--- config.mk ---
export PLATFORM = sky130hd
export DESIGN_NAME = filled_circle_span_generator_unit
export DESIGN_NICKNAME = d
export VERILOG_FILES = /design/src/sv/fcsg_pkg.sv /design/src/sv/fcsg_datapath.sv /design/src/sv/fcsg_ctrl.sv /design/src/sv/filled_circle_span_generator_unit.sv
export SDC_FILE = /design/constraint.sdc
export NUM_CORES = 1
export LEC_CHECK = 0
export ABC_AREA = 1
export BUFFER_PORTS_ARGS = -buffer_cell sky130_fd_sc_hd__clkbuf_2
export CELL_PAD_IN_SITES_DETAIL_PLACEMENT = 1
export CELL_PAD_IN_SITES_GLOBAL_PLACEMENT = 1
export CORE_MARGIN = 4
export CORE_UTILIZATION = 40
export DETAILED_ROUTE_END_ITERATION = 6
export GPL_TIMING_DRIVEN = 0
export PLACE_DENSITY_LB_ADDON = 0.1
export SLEW_MARGIN = 25
export SYNTH_ARGS = -nofsm -noshare
export SYNTH_HDL_FRONTEND = slang
export SYNTH_SLANG_ARGS = --single-unit
--- constraint.sdc ---
create_clock -name clk -period 8.22 [get_ports clk]
set_input_delay 0.822 -clock clk [delete_from_list [all_inputs] [get_ports clk]]
set_output_delay 0.822 -clock clk [all_outputs]
set_load 0.1 [all_outputs]
--- src/sv/fcsg_pkg.sv ---
// types, constants and tables shared by the filled circle span generator
`default_nettype none

package fcsg_pkg;

  localparam int MAX_RADIUS = 21;
  localparam int ImaxNum = 707;
  localparam int ImaxDen = 1000;
  localparam int RowLimitDepth = 32;

  typedef struct packed {
    logic [15:0] center_x;
    logic [15:0] center_y;
    logic [4:0]  radius;
    logic [15:0] fill_color;
  } req_t;

  typedef struct packed {
    logic [15:0] span_x;
    logic [15:0] span_y;
    logic [5:0]  span_len;
    logic [15:0] span_color;
    logic        last_span;
  } span_t;

  typedef enum logic [2:0] {
    SPAN_NONE,
    SPAN_CENTER,
    SPAN_OUTER_LO,
    SPAN_OUTER_HI,
    SPAN_INNER_LO,
    SPAN_INNER_HI
  } span_sel_t;

  typedef struct packed {
    logic      load;
    span_sel_t emit;
    logic      dec_x;
    logic      inc_i;
    logic      flush;
  } cmd_t;

  typedef struct packed {
    logic req_zero;
    logic over_bound;
    logic outer_ok;
    logic step_last;
  } sts_t;

  typedef logic [4:0] row_limit_t [RowLimitDepth];

  // last step index per radius: floor(r * 707 / 1000) + 1
  function automatic row_limit_t build_row_limit();
    row_limit_t tbl;
    for (int k = 0; k < RowLimitDepth; k++) begin
      tbl[k] = 5'((k * ImaxNum) / ImaxDen + 1);
    end
    return tbl;
  endfunction

  localparam row_limit_t ROW_LIMIT = build_row_limit();

endpackage

`default_nettype wire

--- src/sv/fcsg_datapath.sv ---
// datapath: request registers, step and edge counters, span build and output stage
`default_nettype none

module fcsg_datapath #(
  parameter int MAX_RADIUS = fcsg_pkg::MAX_RADIUS
) (
  input  wire               clk,
  input  wire               rst,
  input  fcsg_pkg::req_t    req,
  input  fcsg_pkg::cmd_t    cmd,
  output fcsg_pkg::sts_t    sts,
  output logic              span_valid,
  output fcsg_pkg::span_t   span
);
  import fcsg_pkg::*;

  logic [15:0] cx;
  logic [15:0] cy;
  logic [15:0] color;
  logic [4:0]  r;
  logic [4:0]  imax;
  logic [8:0]  sqmax;
  logic [4:0]  i;
  logic [4:0]  x;

  logic [4:0]  r_sat;
  logic [9:0]  r_sq;
  logic [9:0]  ii;
  logic [9:0]  xx;
  logic [10:0] sq_sum;

  span_t cand;
  logic  cand_ok;
  span_t held;
  logic  held_valid;

  assign r_sat = (req.radius > 5'(MAX_RADIUS)) ? 5'(MAX_RADIUS) : req.radius;
  assign r_sq  = r_sat * r_sat;

  assign ii     = i * i;
  assign xx     = x * x;
  assign sq_sum = {1'b0, ii} + {1'b0, xx};

  assign sts.req_zero   = (req.radius == 5'd0);
  assign sts.over_bound = (sq_sum > {2'b00, sqmax});
  assign sts.outer_ok   = (x > imax);
  assign sts.step_last  = (i == imax);

  always_comb begin
    cand = '0;
    cand.span_color = color;
    case (cmd.emit)
      SPAN_CENTER: begin
        cand.span_x   = cx - {11'd0, r};
        cand.span_y   = cy;
        cand.span_len = {r, 1'b0};
      end
      SPAN_OUTER_LO: begin
        cand.span_x   = cx - {11'd0, i} + 16'd1;
        cand.span_y   = cy + {11'd0, x};
        cand.span_len = {i - 5'd1, 1'b0};
      end
      SPAN_OUTER_HI: begin
        cand.span_x   = cx - {11'd0, i} + 16'd1;
        cand.span_y   = cy - {11'd0, x};
        cand.span_len = {i - 5'd1, 1'b0};
      end
      SPAN_INNER_LO: begin
        cand.span_x   = cx - {11'd0, x};
        cand.span_y   = cy + {11'd0, i};
        cand.span_len = {x, 1'b0};
      end
      SPAN_INNER_HI: begin
        cand.span_x   = cx - {11'd0, x};
        cand.span_y   = cy - {11'd0, i};
        cand.span_len = {x, 1'b0};
      end
      default: begin
        cand.span_len = 6'd0;
      end
    endcase
  end

  assign cand_ok = (cmd.emit != SPAN_NONE) && (cand.span_len != 6'd0);

  always_ff @(posedge clk) begin
    if (rst) begin
      held_valid <= 1'b0;
      span_valid <= 1'b0;
    end else begin
      span_valid <= 1'b0;
      if (cand_ok) begin
        held_valid <= 1'b1;
        span_valid <= held_valid;
      end else if (cmd.flush) begin
        held_valid <= 1'b0;
        span_valid <= held_valid;
      end
    end
  end

  // one span is held back so the final one can carry the last flag
  always_ff @(posedge clk) begin
    if (cmd.load) begin
      cx    <= req.center_x;
      cy    <= req.center_y;
      color <= req.fill_color;
      r     <= r_sat;
      imax  <= ROW_LIMIT[r_sat];
      sqmax <= 9'(r_sq + {6'd0, r_sat[4:1]});
      x     <= r_sat;
      i     <= 5'd1;
    end else begin
      if (cmd.dec_x && (x != 5'd0)) begin
        x <= x - 5'd1;
      end
      if (cmd.inc_i) begin
        i <= i + 5'd1;
      end
    end
    if (cand_ok) begin
      held <= cand;
      span <= held;
    end else if (cmd.flush) begin
      span <= {held.span_x, held.span_y, held.span_len, held.span_color, 1'b1};
    end
  end

endmodule

`default_nettype wire

--- src/sv/fcsg_ctrl.sv ---
// controller: sequences the centre row, the per-step checks and the span order
`default_nettype none

module fcsg_ctrl (
  input  wire              clk,
  input  wire              rst,
  input  wire              start,
  input  fcsg_pkg::sts_t   sts,
  output fcsg_pkg::cmd_t   cmd,
  output logic             busy
);
  import fcsg_pkg::*;

  typedef enum logic [2:0] {
    ST_IDLE,
    ST_CENTER,
    ST_CHECK,
    ST_OUTER_HI,
    ST_INNER_LO,
    ST_INNER_HI,
    ST_FLUSH
  } state_t;

  state_t state;
  state_t state_next;

  assign busy = (state != ST_IDLE);

  always_comb begin
    cmd        = '0;
    cmd.emit   = SPAN_NONE;
    state_next = state;
    case (state)
      ST_IDLE: begin
        if (start) begin
          cmd.load   = 1'b1;
          state_next = sts.req_zero ? ST_IDLE : ST_CENTER;
        end
      end
      ST_CENTER: begin
        cmd.emit   = SPAN_CENTER;
        state_next = ST_CHECK;
      end
      ST_CHECK: begin
        if (sts.over_bound && sts.outer_ok) begin
          cmd.emit   = SPAN_OUTER_LO;
          state_next = ST_OUTER_HI;
        end else begin
          cmd.dec_x  = sts.over_bound;
          state_next = ST_INNER_LO;
        end
      end
      ST_OUTER_HI: begin
        cmd.emit   = SPAN_OUTER_HI;
        cmd.dec_x  = 1'b1;
        state_next = ST_INNER_LO;
      end
      ST_INNER_LO: begin
        cmd.emit   = SPAN_INNER_LO;
        state_next = ST_INNER_HI;
      end
      ST_INNER_HI: begin
        cmd.emit = SPAN_INNER_HI;
        if (sts.step_last) begin
          state_next = ST_FLUSH;
        end else begin
          cmd.inc_i  = 1'b1;
          state_next = ST_CHECK;
        end
      end
      ST_FLUSH: begin
        cmd.flush  = 1'b1;
        state_next = ST_IDLE;
      end
      default: begin
        state_next = ST_IDLE;
      end
    endcase
  end

  always_ff @(posedge clk) begin
    if (rst) begin
      state <= ST_IDLE;
    end else begin
      state <= state_next;
    end
  end

endmodule

`default_nettype wire

--- src/sv/filled_circle_span_generator_unit.sv ---
// top level of the filled circle span generator
//
// A request (centre, radius, colour) is transferred on req at a rising edge
// where start is high and busy is low. The block then produces the spans that
// fill the disc: the centre row first, then for each step the outer row pair
// (when the edge moves in and is still beyond row imax) and the inner row pair, lower row before upper.
// Each span is shown on span for exactly one cycle with span_valid high; the
// final span of a circle has last_span set. Zero-length spans are dropped.
// A radius of zero gives no spans; a radius above 21 is treated as 21.
// There are imax = floor(r*0.707) + 1 steps. The controller walks one span
// slot per cycle, and one span is held back so the last flag can be set;
// the last span is shown in the first cycle with busy low. The receiver
// cannot stall the output. Reset clears the controller to idle and drops
// any held span.
`default_nettype none

module filled_circle_span_generator_unit #(
  parameter int MAX_RADIUS = fcsg_pkg::MAX_RADIUS
) (
  input  wire              clk,
  input  wire              rst,
  input  wire              start,
  output logic             busy,
  input  fcsg_pkg::req_t   req,
  output logic             span_valid,
  output fcsg_pkg::span_t  span
);
  import fcsg_pkg::*;

  cmd_t cmd;
  sts_t sts;

  fcsg_ctrl u_ctrl (
    .clk   (clk),
    .rst   (rst),
    .start (start),
    .sts   (sts),
    .cmd   (cmd),
    .busy  (busy)
  );

  fcsg_datapath #(
    .MAX_RADIUS (MAX_RADIUS)
  ) u_datapath (
    .clk        (clk),
    .rst        (rst),
    .req        (req),
    .cmd        (cmd),
    .sts        (sts),
    .span_valid (span_valid),
    .span       (span)
  );

`ifndef NO_ASSERTIONS
  a_no_empty_span: assert property (@(posedge clk) disable iff (rst)
    span_valid |-> (span.span_len != 6'd0))
    else $error("zero-length span transferred");

  a_last_after_done: assert property (@(posedge clk) disable iff (rst)
    (span_valid && span.last_span) |-> !busy)
    else $error("last span while still working");

  a_mid_span_busy: assert property (@(posedge clk) disable iff (rst)
    (span_valid && !span.last_span) |-> busy)
    else $error("non-last span after circle done");

  a_zero_radius_idle: assert property (@(posedge clk) disable iff (rst)
    (start && !busy && (req.radius == 5'd0)) |=> (!busy && !span_valid))
    else $error("zero radius request started work");
`endif

endmodule

`default_nettype wire

---- Word-level counts from Yosys, hierarchy flattened ----
Memory sizes are Yosys's and may differ from the RTL's. A register that Yosys moved wholly into a read port is not among the register bits.
Index checks and enable logic that the tools add are counted.
storage, ports and cells
  memories kept ........................... 1
  bits of input ports ..................... 56
  output and inout bits ................... 57
  logic and storage cells ................. 91
  register bits ........................... 186
  memory bits (read-only) ................. 160
memories
  memory            depth  bits a word  rd ports  clocked after memory_dff  wr ports  RTL line              source
  (name not given)  32     5            1         1                         0         fcsg_datapath.sv:109  imax <= ROW_LIMIT[r_sat];
cells by class
  order comparisons ....................... 3
  bitwise gates (word level) .............. 1
  equal/unequal tests ..................... 13
  $mul .................................... 3
  $add $sub $neg .......................... 13
  reduce and logical (&&, ||, !) cells .... 13
  mux-type cells .......................... 25
operators by type and width
  kind                     count
  $pmux W32 S5             1
  $mux W55                 2
  $sub A16 B5 Y16          5
  $add A16 B5 Y16          2
  $mul A5 B5 Y10           2
  $pmux W3 S6              1
  $pmux W6 S3              1
  $add A16 B1 Y16 const B  1
  $eq A3 B3 Y1 const B     5
  $mux W5                  3
  $pmux W3 S5              1
  $eq A3 B2 Y1 const B     4
  $add A10 B10 Y11         1
  $gt A11 B9 Y1            1
  $mux W1                  11
  $sub A5 B1 Y5 const B    2
  $add A9 B4 Y9            1
  $mul A5 B5 Y9            1
  $mux W3                  3
  $eq A3 B1 Y1 const B     2
  $not A5 Y6               1
  $reduce_bool A3 Y1       2
  $reduce_bool A6 Y1       1
  $add A5 B1 Y5 const B    1
  other kinds (12)         16

---- Logic depth before layout (Yosys ltp) ----
  depth in word-level cells ............... 12
  depth in mapped cells ................... 34
  mapped depth without buffers ............ 33

---- Modules after synthesis ----
A second synthesis with hierarchy kept.
second synthesis, totals
  cells, all modules ...................... 1,254
  area total of the unflattened synthesis .. 11,851.4 µm²
by module, submodules not included
  module         seq. area each (µm²)  times used  cells each  area each (µm²)
  fcsg_datapath  5,515.3               1           1,209       11,576.1
  fcsg_ctrl      60.1                  1           45          275.3

---- Least setup slack after synthesis ----
Ideal clock, no wire load.
  kind .................................... flip-flop to flip-flop
  from .................................... register u_datapath.x[3]
  to ...................................... register u_datapath.span[0] (netlist name)
  setup time .............................. 0.498 ns
  stages on the path, launching flop included .. 31
  data required time ...................... 7.722 ns
  arrival ................................. 7.082 ns
  period minus slack after synthesis ...... 7.580 ns
  buffers on the path ..................... 2
  path slack .............................. 0.640 ns
  cells stage by stage .................... edfxtp_1 buf_2 nand2_1 inv_1 fa_1 fa_1 inv_1 fa_1 inv_1 fa_1 fa_1 ha_1 or2_1 nand2_1 xnor2_1 ha_1 nand2_1 inv_1 a21oi_1 nand2_1 nand2_1 nand2_1 nand2_1 nand3_1 nand3_2 nand2_2 buf_6 a21oi_2 nand3_2 nor2_1 inv_1
between the ends
  longest elaborated chain between the ends .. 12
  elaborated cells between the ends (all ways) .. 19
  those cells by class .................... add/sub: 1; mul: 1; order compare: 2; eq/ne: 5; mux: 3; reduce/logical: 7
RTL lines
  what                                          RTL line              source
  from (decl)                                   fcsg_datapath.sv:24   logic [4:0] x;
  from (signal assigned)                        fcsg_datapath.sv:111  x <= r_sat;
  from (signal assigned)                        fcsg_datapath.sv:115  x <= x - 5'd1;
  $mul A5 B5 Y10                                fcsg_datapath.sv:41   assign xx = x * x;
  $add A10 B10 Y11                              fcsg_datapath.sv:42   assign sq_sum = {1'b0, ii} + {1'b0, xx};
  $gt A11 B9 Y1                                 fcsg_datapath.sv:45   assign sts.over_bound = (sq_sum > {2'b00, sqmax});
  $logic_and A1 B1 Y1                           fcsg_ctrl.sv:45       if (sts.over_bound && sts.outer_ok) begin
  $mux W2                                       fcsg_ctrl.sv:45
  $pmux W3 S5                                   fcsg_ctrl.sv:33       case (state)
  $eq A3 B3 Y1 or $eq A3 B2 Y1 (tied branches)  fcsg_datapath.sv:52   case (cmd.emit)
  $reduce_or A2 Y1 (no line)                    -
  $pmux W6 S3                                   fcsg_datapath.sv:52
  $reduce_bool A6 Y1                            fcsg_datapath.sv:84   assign cand_ok = (cmd.emit != SPAN_NONE) && (cand.span_len != 6'd0);
  $logic_and A1 B1 Y1 *                         fcsg_datapath.sv:84
  via u_datapath.cand_ok                        fcsg_datapath.sv:33   logic cand_ok;
  $reduce_bool A2 Y1 (no line) *                -
Mark *: on every way through the listed nets, which the timed path passes. The rest lies on a longest branch.
A chain may end at the register's enable or synchronous reset.

---- Worst setup path in the final report ----
  from .................................... register u_datapath.x[0]
  to ...................................... register u_datapath.span[46] (netlist name)
between the ends
  longest elaborated chain between the ends .. 12
  elaborated cells between the ends (all ways) .. 19
  those cells by class .................... add/sub: 1; mul: 1; order compare: 2; eq/ne: 5; mux: 3; reduce/logical: 7
RTL lines
  what                                          RTL line
  $mul A5 B5 Y10                                fcsg_datapath.sv:41
  $add A10 B10 Y11                              fcsg_datapath.sv:42
  $gt A11 B9 Y1                                 fcsg_datapath.sv:45
  $logic_and A1 B1 Y1                           fcsg_ctrl.sv:45
  $mux W2                                       fcsg_ctrl.sv:45
  $pmux W3 S5                                   fcsg_ctrl.sv:33
  $eq A3 B3 Y1 or $eq A3 B2 Y1 (tied branches)  fcsg_datapath.sv:52
  $reduce_or A2 Y1 (no line)                    -
  $pmux W6 S3                                   fcsg_datapath.sv:52
  $reduce_bool A6 Y1                            fcsg_datapath.sv:84
  $logic_and A1 B1 Y1 *                         fcsg_datapath.sv:84
  via u_datapath.cand_ok                        fcsg_datapath.sv:33
  $reduce_bool A2 Y1 (no line) *                -
Marked as above.

==> results.txt <==
* Area delta synth->final: 15.0%
* Total area of multi-input combinational cells: 0.00498 sq mm
- The most numerous cell type found on the critical path is nand2_1.
- The synthesized netlist contains 61 unique library cells.
- After detailed routing, the number of remaining DRC violations is 0.
- Share of Yosys cell area claimed by the top area cell type: 0.473
- Setup slack on the critical path of the routed design comes to 0.717 ns.
- Post-detailed-route via-to-cell ratio: 4.89
- The worst setup path is captured at a register.
- The finished layout holds 1,613 standard cells, fillers aside.
- Summing all flip-flop and latch instances after layout gives 0.00558 sq mm.
- Period Utilization, post-route: 0.913
* GR Util All Layers: 0.177
- Core Region: 0.0279 sq mm
* Post-Syn Area per Cell: 10.4 sq um
* Part of the Yosys area used for sequential elements: 0.491
- In this design, the stage delay of the slowest critical-path cell is 0.57 ns.
- During I/O placement, the number of pins put on the boundary was 113.
- Yosys warning total: 0
- Setup repair after global routing missed its margin: false
* Fraction of final layout cells with drive strength greater than 1: 0.163
* DP Worst Slack: 0.658 ns
- For this run the aggregate overflow at the end of global routing stands at 0.
- The largest individual stage delay along the critical path comes from the cell edfxtp_1.
- In the synthesized netlist, the number of instances is 1,089.
- The flow ran to the end, and the final reports show no timing, DRC or antenna violations.
- Cell Rows: 61
- CTS saw 189 sinks.
- Buf+Inv Stages, Crit Path: 8
- Top achievable clock speed: 133 MHz
* Final Setup Violations: 0
* Most instantiated flip-flop cell in the synthesis netlist: edfxtp_1
* Fraction of registers with async set or reset after synthesis: 0
- Maximum number of pins on one net before global-route repair: 53
- Total negative slack for setup checks: 0 ns
- Root buffer cell: clkbuf_16
- The first detailed-routing pass ran for 4 iterations.
* Effective utilization at floorplan: 0.407
* Hold Startpoint: u_datapath.held[50]
- Initial antenna violation count: 0
- The die covers 0.0312 sq mm.
* DP Wirelength: 20,900 microns
- Hold violation total from the final report: 0
- Remaining antenna violation count: 0
- Routability cong.: 0.839
- X dimension of the die: 177 microns
- Placed Cells incl. Taps: 1,581
- The clock passes through at most 2 buffers.
* Synthesized area: 0.0114 sq mm
- The worst setup path is launched from a register.
- MaxCap Viol Count: 0
- Final Net Count: 1,422
- Reg2reg start: u_datapath.x[0]
- Skew final: 0.0249 ns
- Iteration-0 DRC count of the detailed router: 327
* Number of buffers added on ports: 110
- Clock transition at the registers of the reported paths: 0.08 ns
* #FFs+latches synth: 189
- Of all nets on the critical path, the largest fanout is 38.
* Worst-margin pin slew: 0.894 ns
- The cell family contributing the most delay on the critical path is adder cells.
* Number of pins exceeding their max-slew limit in the final report: 0
* Hold/Removal Path Class: register to register
- Worst Path Required: 8.40 ns
- CTS Hold Buffers Added: 0
- Measured against its own limit, the worst slew margin works out to 0.398.
- Post-CTS repair changed the size of 0 cells.
- Wire length of the first global-routing pass: 43,700 microns
- Via count of the first global-routing pass: 8,420
* CTS tree: built
- The final layout contains routed wiring with a total length of 26,800 microns.
* Path type of the worst setup path: register to register
- Summed over all instances, the cell type with the most area after synthesis is edfxtp_1.
- For the finished layout, the period the worst path requires is 7.50 ns.
- Via total after detailed routing: 7,895
- Filler cell count in the final layout: 3,174
* Number of antenna repair diodes: 0
- The clock reaches the later pin of the worst-skew pair after 0.45 ns.
- After clock tree synthesis, the setup repair step added 0 buffers.
- Inserted Clock Buffers: 17
* Critical Path AT: 7.68 ns
- Number of H-tree branching levels: 4
- In the final routed layout, each cell accounts on average for 16.6 microns.
- Most area-consuming cells after synthesis: edfxtp_1 47%, ha_1 13%, inv_1 6.1%
* Startpoint of the worst setup timing path: u_datapath.x[0]
* Die outline height: 177 microns
- Number of flops mapped to enable cells by yosys: 179
-- synth_stat cells (3+ instances only) --
library cell	number
nand2_4	9
nand3_1	39
nand4_1	7
o22ai_1	11
a221oi_1	3
nor2_4	3
nand2_2	4
o21ai_0	52
fa_1	30
a31oi_1	4
inv_2	3
a21oi_1	58
dfxtp_1	10
nor4_1	3
o21bai_1	9
xor2_1	27
nand3_2	4
clkbuf_1	5
nand2_1	171
buf_2	6
nor2_1	68
o21ai_2	3
edfxtp_1	179
o21ai_1	5
nor3_1	12
ha_1	114
inv_1	185
xnor2_1	18
nor2_2	3
or2_2	5
-- path summary, 6_finish.rpt --
kind	endpoint	cells past startpoint	slack, ns
setup reg to reg	u_datapath.span[46]	31	0.72
hold / removal	u_datapath.span[50]	0	0.41
setup / recovery	u_datapath.span[46]	31	0.72
hold reg to reg	u_datapath.span[50]	0	0.41
-- state kept, by name, summed over array words and instances (netlist names) --
signal and count:
u_datapath.i 5, u_datapath.held_valid 1, u_datapath.cy 16, u_datapath.held 53
u_datapath.span 54, u_datapath.x 5, u_datapath.r 5, u_datapath.sqmax 9
u_datapath.imax 5, u_datapath.color 16, u_ctrl.state 3, u_datapath.cx 16
u_datapath.span_valid 1
-- cells by family (layout without fill, tap and decap cells) --
logic type | Yosys count | in the layout | share of synthesized area
and+or+nand+nor | 340 | 340 | 0.141
muxes | 1 | 1 | 0.000881
AOI/OAI and AO/OA | 162 | 162 | 0.0824
xor gates and xnor gates | 45 | 45 | 0.0347
buffers and inverters | 207 | 352 | 0.0720
other | 1 | 2 | 0.000330
adders and majority gates | 144 | 144 | 0.178
DFF | 189 | 189 | 0.491
-- layout make-up --
cell class,count,share of cell area
buffer,14,0.00623
clock buffer,17,0.0326
clock inverter,15,0.0126
inverter,193,0.0570
multi-input combinational,694,0.381
sequential,189,0.427
tap,378,0.0362
timing repair buffer,113,0.0473
-- metal layers --
layer / routed length (microns) / share of wire / global-route usage
met1: 12100 / 0.45 / 0.232
met2: 13600 / 0.51 / 0.308
met3: 812 / 0.030 / 0.0289
met4: 241 / 0.0090 / 0.0445
met5: 0 / 0 / 0
-- placed cells by master, fill, tap and decap left out, types with 18 or more instances in the layout --
cell | Yosys | final
edfxtp_1 | 179 | 179
inv_1 | 185 | 184
a21oi_1 | 58 | 58
nand3_1 | 39 | 39
nor2_1 | 68 | 68
clkbuf_2 | 0 | 110
o21ai_0 | 52 | 52
xor2_1 | 27 | 27
nand2_1 | 171 | 171
xnor2_1 | 18 | 18
ha_1 | 114 | 114
fa_1 | 30 | 30
-- stage by stage --
step | hold slack, ns | area (sq um) | util
2_1_floorplan | 0.400 | 11400 | -
3_3_place_gp | 0.401 | 12400 | 0.443
6_report | 0.415 | 13100 | 0.468
3_5_place_dp | 0.405 | 12500 | 0.446
4_1_cts | 0.414 | 13100 | 0.468
5_1_grt | 0.420 | 13100 | 0.468
Power is left out: the tool's default activity adds up to more than one toggle a clock period on the data nets, which glitch-free logic cannot reach.
